**src/design/cas_pkg.sv**
```systemverilog
// Shared types, constants and helpers for the cave smoothing core.
// Used by the window cells and the top level; no dependencies.
package cas_pkg;

    localparam int MAX_WIDTH = 128;
    localparam int X_W       = $clog2(MAX_WIDTH);
    localparam int W_W       = X_W + 1;
    localparam int TILE_W    = 8;
    localparam int Y_W       = 10;
    localparam int THR_W     = 4;
    localparam int WALLS_W   = 4;
    localparam int REG_W     = 3;

    localparam logic [Y_W-1:0] MAX_HEIGHT = 10'd1023;
    localparam int             MIN_DIM    = 3;

    // register indexes on the configuration port
    localparam logic [REG_W-1:0] REG_MAP_WIDTH      = 3'd0;
    localparam logic [REG_W-1:0] REG_MAP_HEIGHT     = 3'd1;
    localparam logic [REG_W-1:0] REG_CAVE_TOP_ROW   = 3'd2;
    localparam logic [REG_W-1:0] REG_WALL_CODE      = 3'd3;
    localparam logic [REG_W-1:0] REG_FLOOR_CODE     = 3'd4;
    localparam logic [REG_W-1:0] REG_WALL_THRESHOLD = 3'd5;

    localparam logic [7:0]        RST_MAP_WIDTH      = 8'd128;
    localparam logic [Y_W-1:0]    RST_MAP_HEIGHT     = 10'd64;
    localparam logic [Y_W-1:0]    RST_CAVE_TOP_ROW   = 10'd18;
    localparam logic [TILE_W-1:0] RST_WALL_CODE      = 8'd1;
    localparam logic [TILE_W-1:0] RST_FLOOR_CODE     = 8'd0;
    localparam logic [THR_W-1:0]  RST_WALL_THRESHOLD = 4'd5;

    // one column of the 3x3 window: row two up, row one up, current row
    typedef struct packed {
        logic [TILE_W-1:0] top;
        logic [TILE_W-1:0] mid;
        logic [TILE_W-1:0] bot;
    } t_col;

    // wall count of one window column, middle tile optional
    function automatic logic [1:0] col_walls(t_col c, logic [TILE_W-1:0] code,
                                             logic count_mid);
        logic [1:0] n;
        n = {1'b0, c.top == code} + {1'b0, c.bot == code}
          + {1'b0, count_mid && (c.mid == code)};
        return n;
    endfunction

endpackage

```
**src/design/cas_ram.sv**
```systemverilog
// Generic simple dual-port RAM: one write port, one registered read port.
// No dependencies; contents are not reset.
module cas_ram #(
    parameter int WIDTH = 8,
    parameter int DEPTH = 128
) (
    input  logic                     i_clk,
    input  logic                     i_we,
    input  logic [$clog2(DEPTH)-1:0] i_waddr,
    input  logic [WIDTH-1:0]         i_wdata,
    input  logic                     i_re,
    input  logic [$clog2(DEPTH)-1:0] i_raddr,
    output logic [WIDTH-1:0]         o_rdata
);

    logic [WIDTH-1:0] r_mem [DEPTH];
    logic [WIDTH-1:0] r_rdata;

    // read sees the old word on a same-address write
    always_ff @(posedge i_clk) begin
        if (i_we) begin
            r_mem[i_waddr] <= i_wdata;
        end
        if (i_re) begin
            r_rdata <= r_mem[i_raddr];
        end
    end

    assign o_rdata = r_rdata;

endmodule

```
**src/design/cas_cell.sv**
```systemverilog
// One column cell of the smoothing window: holds three tiles, shifts them
// to its neighbor and reports its wall count. Depends on cas_pkg.
module cas_cell
    import cas_pkg::*;
(
    input  logic              i_clk,
    input  logic              i_rst_n,
    input  logic              i_shift,
    input  t_col              i_col,
    input  logic [TILE_W-1:0] i_wall_code,
    input  logic              i_count_mid,
    output t_col              o_col,
    output logic [1:0]        o_walls
);

    t_col r_col;

    always_ff @(posedge i_clk) begin
        if (!i_rst_n) begin
            r_col <= '0;
        end else if (i_shift) begin
            r_col <= i_col;
        end
    end

    assign o_col   = r_col;
    assign o_walls = col_walls(r_col, i_wall_code, i_count_mid);

endmodule

```
**src/design/cave_automaton_smoothing_core.sv**
```systemverilog
// Cave smoothing core top level: position counters, line stores, window
// cell chain, result sequencing and the APB register file. Uses cas_pkg,
// cas_ram and cas_cell.
//
// One smoothing pass of a neighbor-count threshold cave rule over a raster tile stream. A tile
// yields zero to two result beats, sent one per cycle from an output register
// while the output does not stall. A tile yields two beats at the last column of
// an inner row and at every tile of the bottom row, which also echoes the tile.
// The result sequencer in front of the output register picks each beat.
// The first beat of a tile passes the stage register, then the output register;
// the second beat follows it. The two previous rows sit in 128-entry line stores
// with registered read (plus a copy of the row one up, read at the last column);
// they need no clearing pass after reset.
// The 3x3 window is a chain of two column cells fed by the line stores.
module cave_automaton_smoothing_core
    import cas_pkg::*;
(
    input  logic              i_clk,
    input  logic              i_rst_n,
    // configuration port
    input  logic              psel,
    input  logic              penable,
    input  logic              pwrite,
    input  logic [4:0]        paddr,
    input  logic [31:0]       pwdata,
    output logic [31:0]       prdata,
    output logic              pready,
    // tile input
    input  logic              i_in_valid,
    output logic              o_in_stall,
    input  logic [TILE_W-1:0] i_tile,
    // result output
    output logic              o_out_valid,
    input  logic              i_out_stall,
    output logic [X_W-1:0]    o_cell_x,
    output logic [Y_W-1:0]    o_cell_y,
    output logic [TILE_W-1:0] o_cell_tile,
    output logic              o_frame_last
);

    localparam int CMP_W = (W_W > 8) ? W_W : 8;

    typedef struct packed {
        logic [X_W-1:0]    x;
        logic [TILE_W-1:0] tile;
        logic              v0;       // first result slot used
        logic              v1;       // second result slot used
        logic              sel_a;    // first slot is the last column of the row above
        logic              slot1_d;  // second slot echoes the bottom row tile
        logic              last1;
        logic              smooth;
        logic [X_W-1:0]    x0;
        logic [Y_W-1:0]    y0;
        logic [X_W-1:0]    x1;
        logic [Y_W-1:0]    y1;
    } t_s1;

    typedef struct packed {
        logic [X_W-1:0]    x;
        logic [Y_W-1:0]    y;
        logic [TILE_W-1:0] tile;
        logic              last;
    } t_res;

    // ------------------------------------------------------------------
    // registers
    logic [7:0]        r_map_width;
    logic [Y_W-1:0]    r_map_height;
    logic [Y_W-1:0]    r_cave_top_row;
    logic [TILE_W-1:0] r_wall_code;
    logic [TILE_W-1:0] r_floor_code;
    logic [THR_W-1:0]  r_wall_threshold;

    logic             cfg_we;
    logic [REG_W-1:0] cfg_idx;

    assign pready  = 1'b1;
    assign cfg_idx = paddr[4:2];
    assign cfg_we  = psel && penable && pwrite;

    always_ff @(posedge i_clk) begin
        if (!i_rst_n) begin
            r_map_width      <= RST_MAP_WIDTH;
            r_map_height     <= RST_MAP_HEIGHT;
            r_cave_top_row   <= RST_CAVE_TOP_ROW;
            r_wall_code      <= RST_WALL_CODE;
            r_floor_code     <= RST_FLOOR_CODE;
            r_wall_threshold <= RST_WALL_THRESHOLD;
        end else if (cfg_we) begin
            unique case (cfg_idx)
                REG_MAP_WIDTH:      r_map_width      <= pwdata[7:0];
                REG_MAP_HEIGHT:     r_map_height     <= pwdata[Y_W-1:0];
                REG_CAVE_TOP_ROW:   r_cave_top_row   <= pwdata[Y_W-1:0];
                REG_WALL_CODE:      r_wall_code      <= pwdata[TILE_W-1:0];
                REG_FLOOR_CODE:     r_floor_code     <= pwdata[TILE_W-1:0];
                REG_WALL_THRESHOLD: r_wall_threshold <= pwdata[THR_W-1:0];
                default: ;
            endcase
        end
    end

    always_comb begin
        unique case (cfg_idx)
            REG_MAP_WIDTH:      prdata = {24'd0, r_map_width};
            REG_MAP_HEIGHT:     prdata = {{(32-Y_W){1'b0}}, r_map_height};
            REG_CAVE_TOP_ROW:   prdata = {{(32-Y_W){1'b0}}, r_cave_top_row};
            REG_WALL_CODE:      prdata = {{(32-TILE_W){1'b0}}, r_wall_code};
            REG_FLOOR_CODE:     prdata = {{(32-TILE_W){1'b0}}, r_floor_code};
            REG_WALL_THRESHOLD: prdata = {{(32-THR_W){1'b0}}, r_wall_threshold};
            default:            prdata = 32'd0;
        endcase
    end

    // ------------------------------------------------------------------
    // map size in use
    logic [CMP_W-1:0] map_w_ext;
    logic [W_W-1:0]   w_eff;
    logic [X_W-1:0]   w_m1;
    logic [Y_W-1:0]   h_eff;
    logic [Y_W-1:0]   h_m1;

    always_comb begin
        map_w_ext = CMP_W'(r_map_width);
        if (map_w_ext < CMP_W'(MIN_DIM)) begin
            w_eff = W_W'(MIN_DIM);
        end else if (map_w_ext > CMP_W'(MAX_WIDTH)) begin
            w_eff = W_W'(MAX_WIDTH);
        end else begin
            w_eff = W_W'(map_w_ext);
        end
        w_m1  = X_W'(w_eff - W_W'(1));
        h_eff = (r_map_height < Y_W'(MIN_DIM)) ? Y_W'(MIN_DIM) : r_map_height;
        h_m1  = h_eff - Y_W'(1);
    end

    // ------------------------------------------------------------------
    // handshake and result sequencing
    logic r_s1_valid;
    t_s1  r_s1;
    logic r_phase;
    logic r_out_valid;
    t_res r_out;

    logic pend0, pend1, push, s1_done, accept, out_free;

    assign pend0    = r_s1.v0 && !r_phase;
    assign pend1    = r_s1.v1;
    assign out_free = !r_out_valid || !i_out_stall;
    assign push     = r_s1_valid && (pend0 || pend1) && out_free;
    assign s1_done  = r_s1_valid && (!(pend0 || pend1) || (push && !(pend0 && pend1)));
    assign o_in_stall = r_s1_valid && !s1_done;
    assign accept   = i_in_valid && !o_in_stall;

    // ------------------------------------------------------------------
    // position of the incoming tile
    logic [X_W-1:0] r_col, n_col, x0;
    logic [Y_W-1:0] r_row, n_row, y0, y_inc, ym1, yn;
    logic [W_W-1:0] xn;
    logic           wrap;

    always_comb begin
        wrap  = {1'b0, r_col} >= w_eff;
        x0    = wrap ? '0 : r_col;
        y_inc = wrap ? r_row + Y_W'(1) : r_row;
        y0    = (y_inc >= h_eff) ? '0 : y_inc;
        ym1   = y0 - Y_W'(1);
        xn    = {1'b0, x0} + W_W'(1);
        yn    = y0 + Y_W'(1);
        if (xn >= w_eff) begin
            n_col = '0;
            n_row = (yn >= h_eff) ? '0 : yn;
        end else begin
            n_col = X_W'(xn);
            n_row = y0;
        end
    end

    always_ff @(posedge i_clk) begin
        if (!i_rst_n) begin
            r_col <= '0;
            r_row <= '0;
        end else if (accept) begin
            r_col <= n_col;
            r_row <= n_row;
        end
    end

    // slot decode for the tile being taken
    t_s1  n_s1;
    logic bottom, y_ge1, x_eq0, x_last;

    always_comb begin
        bottom = (y0 == h_m1);
        y_ge1  = (y0 != '0);
        x_eq0  = (x0 == '0);
        x_last = (x0 == w_m1);

        n_s1.x       = x0;
        n_s1.tile    = i_tile;
        n_s1.v0      = y_ge1 && (!x_eq0 || bottom);
        n_s1.v1      = bottom || (y_ge1 && x_last);
        n_s1.sel_a   = x_eq0;
        n_s1.slot1_d = bottom;
        n_s1.last1   = bottom && x_last;
        n_s1.smooth  = (y0 >= Y_W'(2)) && (ym1 > r_cave_top_row) && (x0 >= X_W'(2));
        n_s1.x0      = x_eq0 ? w_m1 : x0 - X_W'(1);
        n_s1.y0      = ym1;
        n_s1.x1      = x0;
        n_s1.y1      = bottom ? y0 : ym1;
    end

    always_ff @(posedge i_clk) begin
        if (!i_rst_n) begin
            r_s1_valid <= 1'b0;
            r_phase    <= 1'b0;
        end else begin
            if (accept) begin
                r_s1_valid <= 1'b1;
            end else if (s1_done) begin
                r_s1_valid <= 1'b0;
            end
            if (s1_done) begin
                r_phase <= 1'b0;
            end else if (push) begin
                r_phase <= 1'b1;
            end
        end
    end

    always_ff @(posedge i_clk) begin
        if (accept) begin
            r_s1 <= n_s1;
        end
    end

    // ------------------------------------------------------------------
    // line stores
    logic [TILE_W-1:0] up1_rd, up2_rd, lastcol_rd;

    cas_ram #(.WIDTH(TILE_W), .DEPTH(MAX_WIDTH)) u_row_one_up (
        .i_clk   (i_clk),
        .i_we    (accept),
        .i_waddr (x0),
        .i_wdata (i_tile),
        .i_re    (accept),
        .i_raddr (x0),
        .o_rdata (up1_rd)
    );

    // copy of the row one up, read at the last column of the row
    cas_ram #(.WIDTH(TILE_W), .DEPTH(MAX_WIDTH)) u_row_one_up_last (
        .i_clk   (i_clk),
        .i_we    (accept),
        .i_waddr (x0),
        .i_wdata (i_tile),
        .i_re    (accept),
        .i_raddr (w_m1),
        .o_rdata (lastcol_rd)
    );

    cas_ram #(.WIDTH(TILE_W), .DEPTH(MAX_WIDTH)) u_row_two_up (
        .i_clk   (i_clk),
        .i_we    (s1_done),
        .i_waddr (r_s1.x),
        .i_wdata (up1_rd),
        .i_re    (accept),
        .i_raddr (x0),
        .o_rdata (up2_rd)
    );

    // ------------------------------------------------------------------
    // window: live column from the stores, then two column cells
    t_col       live_col, mid_col, old_col;
    logic [1:0] mid_walls, old_walls;

    assign live_col = '{top: up2_rd, mid: up1_rd, bot: r_s1.tile};

    cas_cell u_cell_mid (
        .i_clk       (i_clk),
        .i_rst_n     (i_rst_n),
        .i_shift     (s1_done),
        .i_col       (live_col),
        .i_wall_code (r_wall_code),
        .i_count_mid (1'b0),
        .o_col       (mid_col),
        .o_walls     (mid_walls)
    );

    cas_cell u_cell_old (
        .i_clk       (i_clk),
        .i_rst_n     (i_rst_n),
        .i_shift     (s1_done),
        .i_col       (mid_col),
        .i_wall_code (r_wall_code),
        .i_count_mid (1'b1),
        .o_col       (old_col),
        .o_walls     (old_walls)
    );

    logic [WALLS_W-1:0] walls;
    logic [TILE_W-1:0]  smooth_tile, slot0_tile, slot1_tile;
    t_res               n_out;

    always_comb begin
        walls = WALLS_W'(mid_walls) + WALLS_W'(old_walls)
              + WALLS_W'(col_walls(live_col, r_wall_code, 1'b1));
        if (r_s1.smooth) begin
            smooth_tile = (walls >= r_wall_threshold) ? r_wall_code : r_floor_code;
        end else begin
            smooth_tile = mid_col.mid;
        end
        slot0_tile = r_s1.sel_a ? lastcol_rd : smooth_tile;
        slot1_tile = r_s1.slot1_d ? r_s1.tile : up1_rd;

        if (pend0) begin
            n_out = '{x: r_s1.x0, y: r_s1.y0, tile: slot0_tile, last: 1'b0};
        end else begin
            n_out = '{x: r_s1.x1, y: r_s1.y1, tile: slot1_tile, last: r_s1.last1};
        end
    end

    // ------------------------------------------------------------------
    // output register
    always_ff @(posedge i_clk) begin
        if (!i_rst_n) begin
            r_out_valid <= 1'b0;
        end else if (out_free) begin
            r_out_valid <= push;
        end
    end

    always_ff @(posedge i_clk) begin
        if (push) begin
            r_out <= n_out;
        end
    end

    assign o_out_valid  = r_out_valid;
    assign o_cell_x     = r_out.x;
    assign o_cell_y     = r_out.y;
    assign o_cell_tile  = r_out.tile;
    assign o_frame_last = r_out.last;

`ifndef SYNTHESIS
    // second-slot phase only exists while a two-beat tile is held
    a_phase_two_beats: assert property (@(posedge i_clk) disable iff (!i_rst_n)
        r_phase |-> (r_s1_valid && r_s1.v0 && r_s1.v1))
        else $error("phase set without a two-beat tile in stage");

    a_accept_fills: assert property (@(posedge i_clk) disable iff (!i_rst_n)
        accept |=> r_s1_valid)
        else $error("accepted tile lost before the stage register");

    a_done_empties: assert property (@(posedge i_clk) disable iff (!i_rst_n)
        (s1_done && !accept) |=> !r_s1_valid)
        else $error("finished tile still held in stage");

    a_push_shows: assert property (@(posedge i_clk) disable iff (!i_rst_n)
        push |=> o_out_valid)
        else $error("pushed result beat not presented");
`endif

endmodule
```
**config.mk**
```make
export PLATFORM = sky130hd
export DESIGN_NAME = cave_automaton_smoothing_core
export DESIGN_NICKNAME = d
export VERILOG_FILES = /design/src/design/cas_pkg.sv /design/src/design/cas_ram.sv /design/src/design/cas_cell.sv /design/src/design/cave_automaton_smoothing_core.sv
export SDC_FILE = /design/constraint.sdc
export NUM_CORES = 2
export LEC_CHECK = 0
export BUFFER_PORTS_ARGS = -buffer_cell sky130_fd_sc_hd__clkbuf_2
export CELL_PAD_IN_SITES_DETAIL_PLACEMENT = 0
export CELL_PAD_IN_SITES_GLOBAL_PLACEMENT = 1
export CORE_ASPECT_RATIO = 1.75
export CORE_MARGIN = 8
export CORE_UTILIZATION = 25
export CTS_CLUSTER_SIZE = 24
export DETAILED_ROUTE_END_ITERATION = 8
export PLACE_DENSITY_LB_ADDON = 0.1
export SYNTH_ARGS = -nofsm -noshare
export SYNTH_HDL_FRONTEND = slang
export SYNTH_SLANG_ARGS = --single-unit
```
**constraint.sdc**
```tcl
create_clock -name i_clk -period 7.45 [get_ports i_clk]
set_input_delay 0.745 -clock i_clk [delete_from_list [all_inputs] [get_ports i_clk]]
set_output_delay 0.745 -clock i_clk [all_outputs]
set_load 0.02 [all_outputs]
```
==> flow_summary.ini <==
[floorplanning]
die_y_um = 833
die-area_sq_mm = 0.402
start_util_pct = 25.1
die_w_um = 483
rows = 300
coreArea_sq_mm = 0.381
io_pins = 113

[logic_synthesis]
ys_ff_latch = 2262
syn_inst = 6121
ys_types = 80
yosys.area.top_type = edfxtp_1
yosys-top-cells-area = edfxtp_1 68%, mux4_2 6.1%, a222oi_1 4.0%
yosysSeqAreaShare_pct = 70.0
yosysWarningCount = 0
synthTopCellsByCount = 2146 x edfxtp_1, 491 x nor2_1, 394 x nand2_1, 380 x a222oi_1, 292 x clkbuf_1
yosysTopAreaCellShare_pct = 67.6
synthesis.area_sq_mm = 0.0954
postSynthAreaPerCell_sq_um = 15.6
synth_edf_count = 2146
async_flop_share_pct = 0
synthFlopType = edfxtp_1
synth_most_common_cell = edfxtp_1

[place]
dp_hpwl_um = 308000
place.gp.congestion = 0.853
port_buffers = 65
dpl_cell_area_sq_mm = 0.105

[detailed_routing]
drt_pass1_iterations = 9
drcViolationCount = 15
wirelength_um = 449000
wl_per_cell_um = 38.3
num_vias = 62523
ant_nets = 0
dr.first_iter.drc_count = 7428
via_per_inst = 5.33

[layout]
post-route-util_pct = 29.6
postLayoutCellArea_sq_mm = 0.113
drive_above_1_share_pct = 19.6
fin_nets = 6674
num-fill-cells = 38118
synthToLayoutAreaGrowth_pct = 18.1

[power_and_ir_drop]
design_power_total_mw = 28.1
seqPwrFrac_pct = 50.6
switchingPower_mw = 6.83
irDropWorstVdd_uv = 211
p_comb_share_pct = 7.4
p_per_area_mw_per_mm2 = 249
p_sw_share_pct = 24.3
leakage_nw = 34.9
p_int_mw = 21.2
clockPowerShare_pct = 42.1

[setup_path]
cp_max_fo = 10
crit_path_max_incr_delay_ns = 0.46
r2r-start = map_w_ext[2]
worstSetupStartpoint = map_w_ext[2]
cp.arrival_ns = 7.82
worstSetupPathType = reg2reg
start_kind = flop
end_kind = flop
required_ns = 8.28
cp_top_family = compound AO/OA/AOI/OAI gates
crit_buf_inv = 2
cp_slowest_cell = a311oi_1

[global_routing]
use_met2_pct = 40.5
grt_pass1_wl_um = 595000
antenna_found_initial = 16
grt_max_degree = 129
grtUsageMet1_pct = 23.7
grt_pass1_vias = 64103
gr-total-overflow = 0
busiest_layer = met2
gr-usage-all-layers_pct = 21.6
grt_use_met3_pct = 2.24

[sta]
fmax_mhz = 143
finClkSkew_ns = 0.0902
min_period_ns = 6.99
slew_viol_final = 0
setup_tns_ns = 0
setup_viol_count_final = 0
max-slew-margin-rel_pct = 5.47
holdWs_ns = 0.112
hold_violations = 0
tightest_slew_ns = 1.41
fin_crit_sh_pct = 93.9
grt_setup_unrepaired = false

[cts]
cts.clk_slew.worst_paths_ns = 0.06
clk_latency_ns = 0.94
clockBufferDepth = 4
clock-sinks = 2262
htree_num_levels = 4
tritoncts = done
numCtsBuffers = 230
root_buffer = clkbuf_16

[run_status]
status = finished with violations
violations = DRC

[flow_run]
drv_cap = 0

[worst_hold_path]
worstHoldStart = pwdata[8]
hp-class = in2reg
-- final timing paths --
check / to / slack [ns] / cells past startpoint
max: r_row[0] / 0.46 / 27
min: r_map_height[8] / 0.11 / 3
max reg2reg: r_row[0] / 0.46 / 27
min reg2reg: u_cell_old.o_col[11] / 0.47 / 2
-- per-layer routing --
| layer | wire, um | up-vias |
|---|---|---|
| li1 | - | 25995 |
| met1 | 161000 | 33476 |
| met2 | 239000 | 2408 |
| met3 | 19700 | 642 |
| met4 | 29600 | 2 |
| met5 | 8 | - |
-- flip-flops by register name, indices dropped and copies added, names as in the netlist, 4 cells and up --
signal and count:
u_row_one_up.o_rdata 8, u_row_one_up_last.r_mem 1024, r_wall_threshold 4, o_cell_y 10
r_wall_code 8, map_w_ext 8, u_row_two_up.r_mem 1024, o_cell_tile 8
u_row_one_up_last.o_rdata 8, u_cell_old.o_col 24, live_col 8, u_cell_mid.o_col 24
o_cell_x 7, r_map_height 10, r_col 7, r_floor_code 8
u_row_two_up.o_rdata 8, r_cave_top_row 10, r_s1 39, r_row 10
-- metrics by stage --
step / instances / setup WS (ns)
CTS: 11722 / 0.246
finish: 11732 / 0.457
detailed placement: 11306 / 0.305
global placement: 11306 / -0.116
global route: 11729 / 0.0134
floorplan: 6142 / 0.178
-- area by class of cell --
cell class                      count  area [sq um]  share of cell area (%)
Antenna cell                       10          25.0                  0.0222
Clock buffer                      275          5970                    5.30
Clock inverter                    140          1340                    1.19
Inverter                           53           204                   0.181
Multi-Input combinational cell   3357         26700                    23.7
Sequential cell                  2262         66800                    59.3
Tap cell                         4983          6230                    5.54
Timing Repair Buffer              652          5370                    4.77
-- power by group through the flow --
stage                     registers [mW]  logic, mW  clock network (mW)
after floorplan                     14.6      0.865                   0
after global placement              14.5       2.10                   0
after CTS                           14.2       2.11                12.1
after global routing                14.2       2.17                12.5
final                               14.2       2.06                11.8
after detailed placement            14.5       2.10                   0
-- cells in the final DEF, fill, tap and decap left out, drive strengths merged, types with 36 or more instances in the layout --
cell,n
a21oi,218
clkbuf,331
dfxtp,116
o21ai,109
a221oi,97
mux4,260
nor4,39
nand3,86
nand4,36
xor2,45
nor3,40
ha,62
a21boi,57
clkinv,106
edfxtp,2146
mux2i,192
buf,595
xnor2,71
inv,56
a211oi,39
a222oi,380
o22ai,65
a31oi,148
nor2b,72
a22oi,198
nor2,491
nand2,394
-- worst reg2reg max path, cell delays in order (launching register included) --
cell and delay, ns:
dfxtp_1 0.33, nor4_2 0.39, nand2b_1 0.27, a21oi_4 0.25, ha_1 0.25, nor2b_1 0.25, o21ai_1 0.19, a31oi_4 0.35
nor3_1 0.11, or2_2 0.34, ha_1 0.31, a21oi_1 0.14, o21ai_0 0.21, or3_1 0.45, nor2_1 0.34, inv_1 0.12
ha_1 0.33, ha_1 0.30, a21oi_1 0.14, nor2b_1 0.06, o21ai_0 0.18, nand2b_1 0.09, a21oi_1 0.32, o21ai_0 0.23
a311oi_1 0.46, buf_4 0.27, mux2i_1 0.10, a21oi_1 0.14
-- cells by family (layout without fill, tap and decap cells) --
family,count (synthesis),after routing,share of synthesized area [%]
flip-flops,2262,2262,70.0
AO/OA/AOI/OAI,1441,1441,11.5
AND/OR/NAND/NOR,1232,1232,5.67
buffers and inverters,523,1120,2.34
multiplexers,478,478,8.46
XOR/XNOR,117,117,1.09
adder cells (fa/ha/maj),66,66,0.897
other,2,33,0.00788
-- what timing repair did --
action | in CTS | in global routing
endpoints found under the hold margin | 1 | 0
resized for setup | 0 | 1
setup buffers | 0 | 0
hold buffers | 1 | 0
setup endpoints to repair | 0 | 8
No activity file was read; power rests on OpenSTA's default activity.
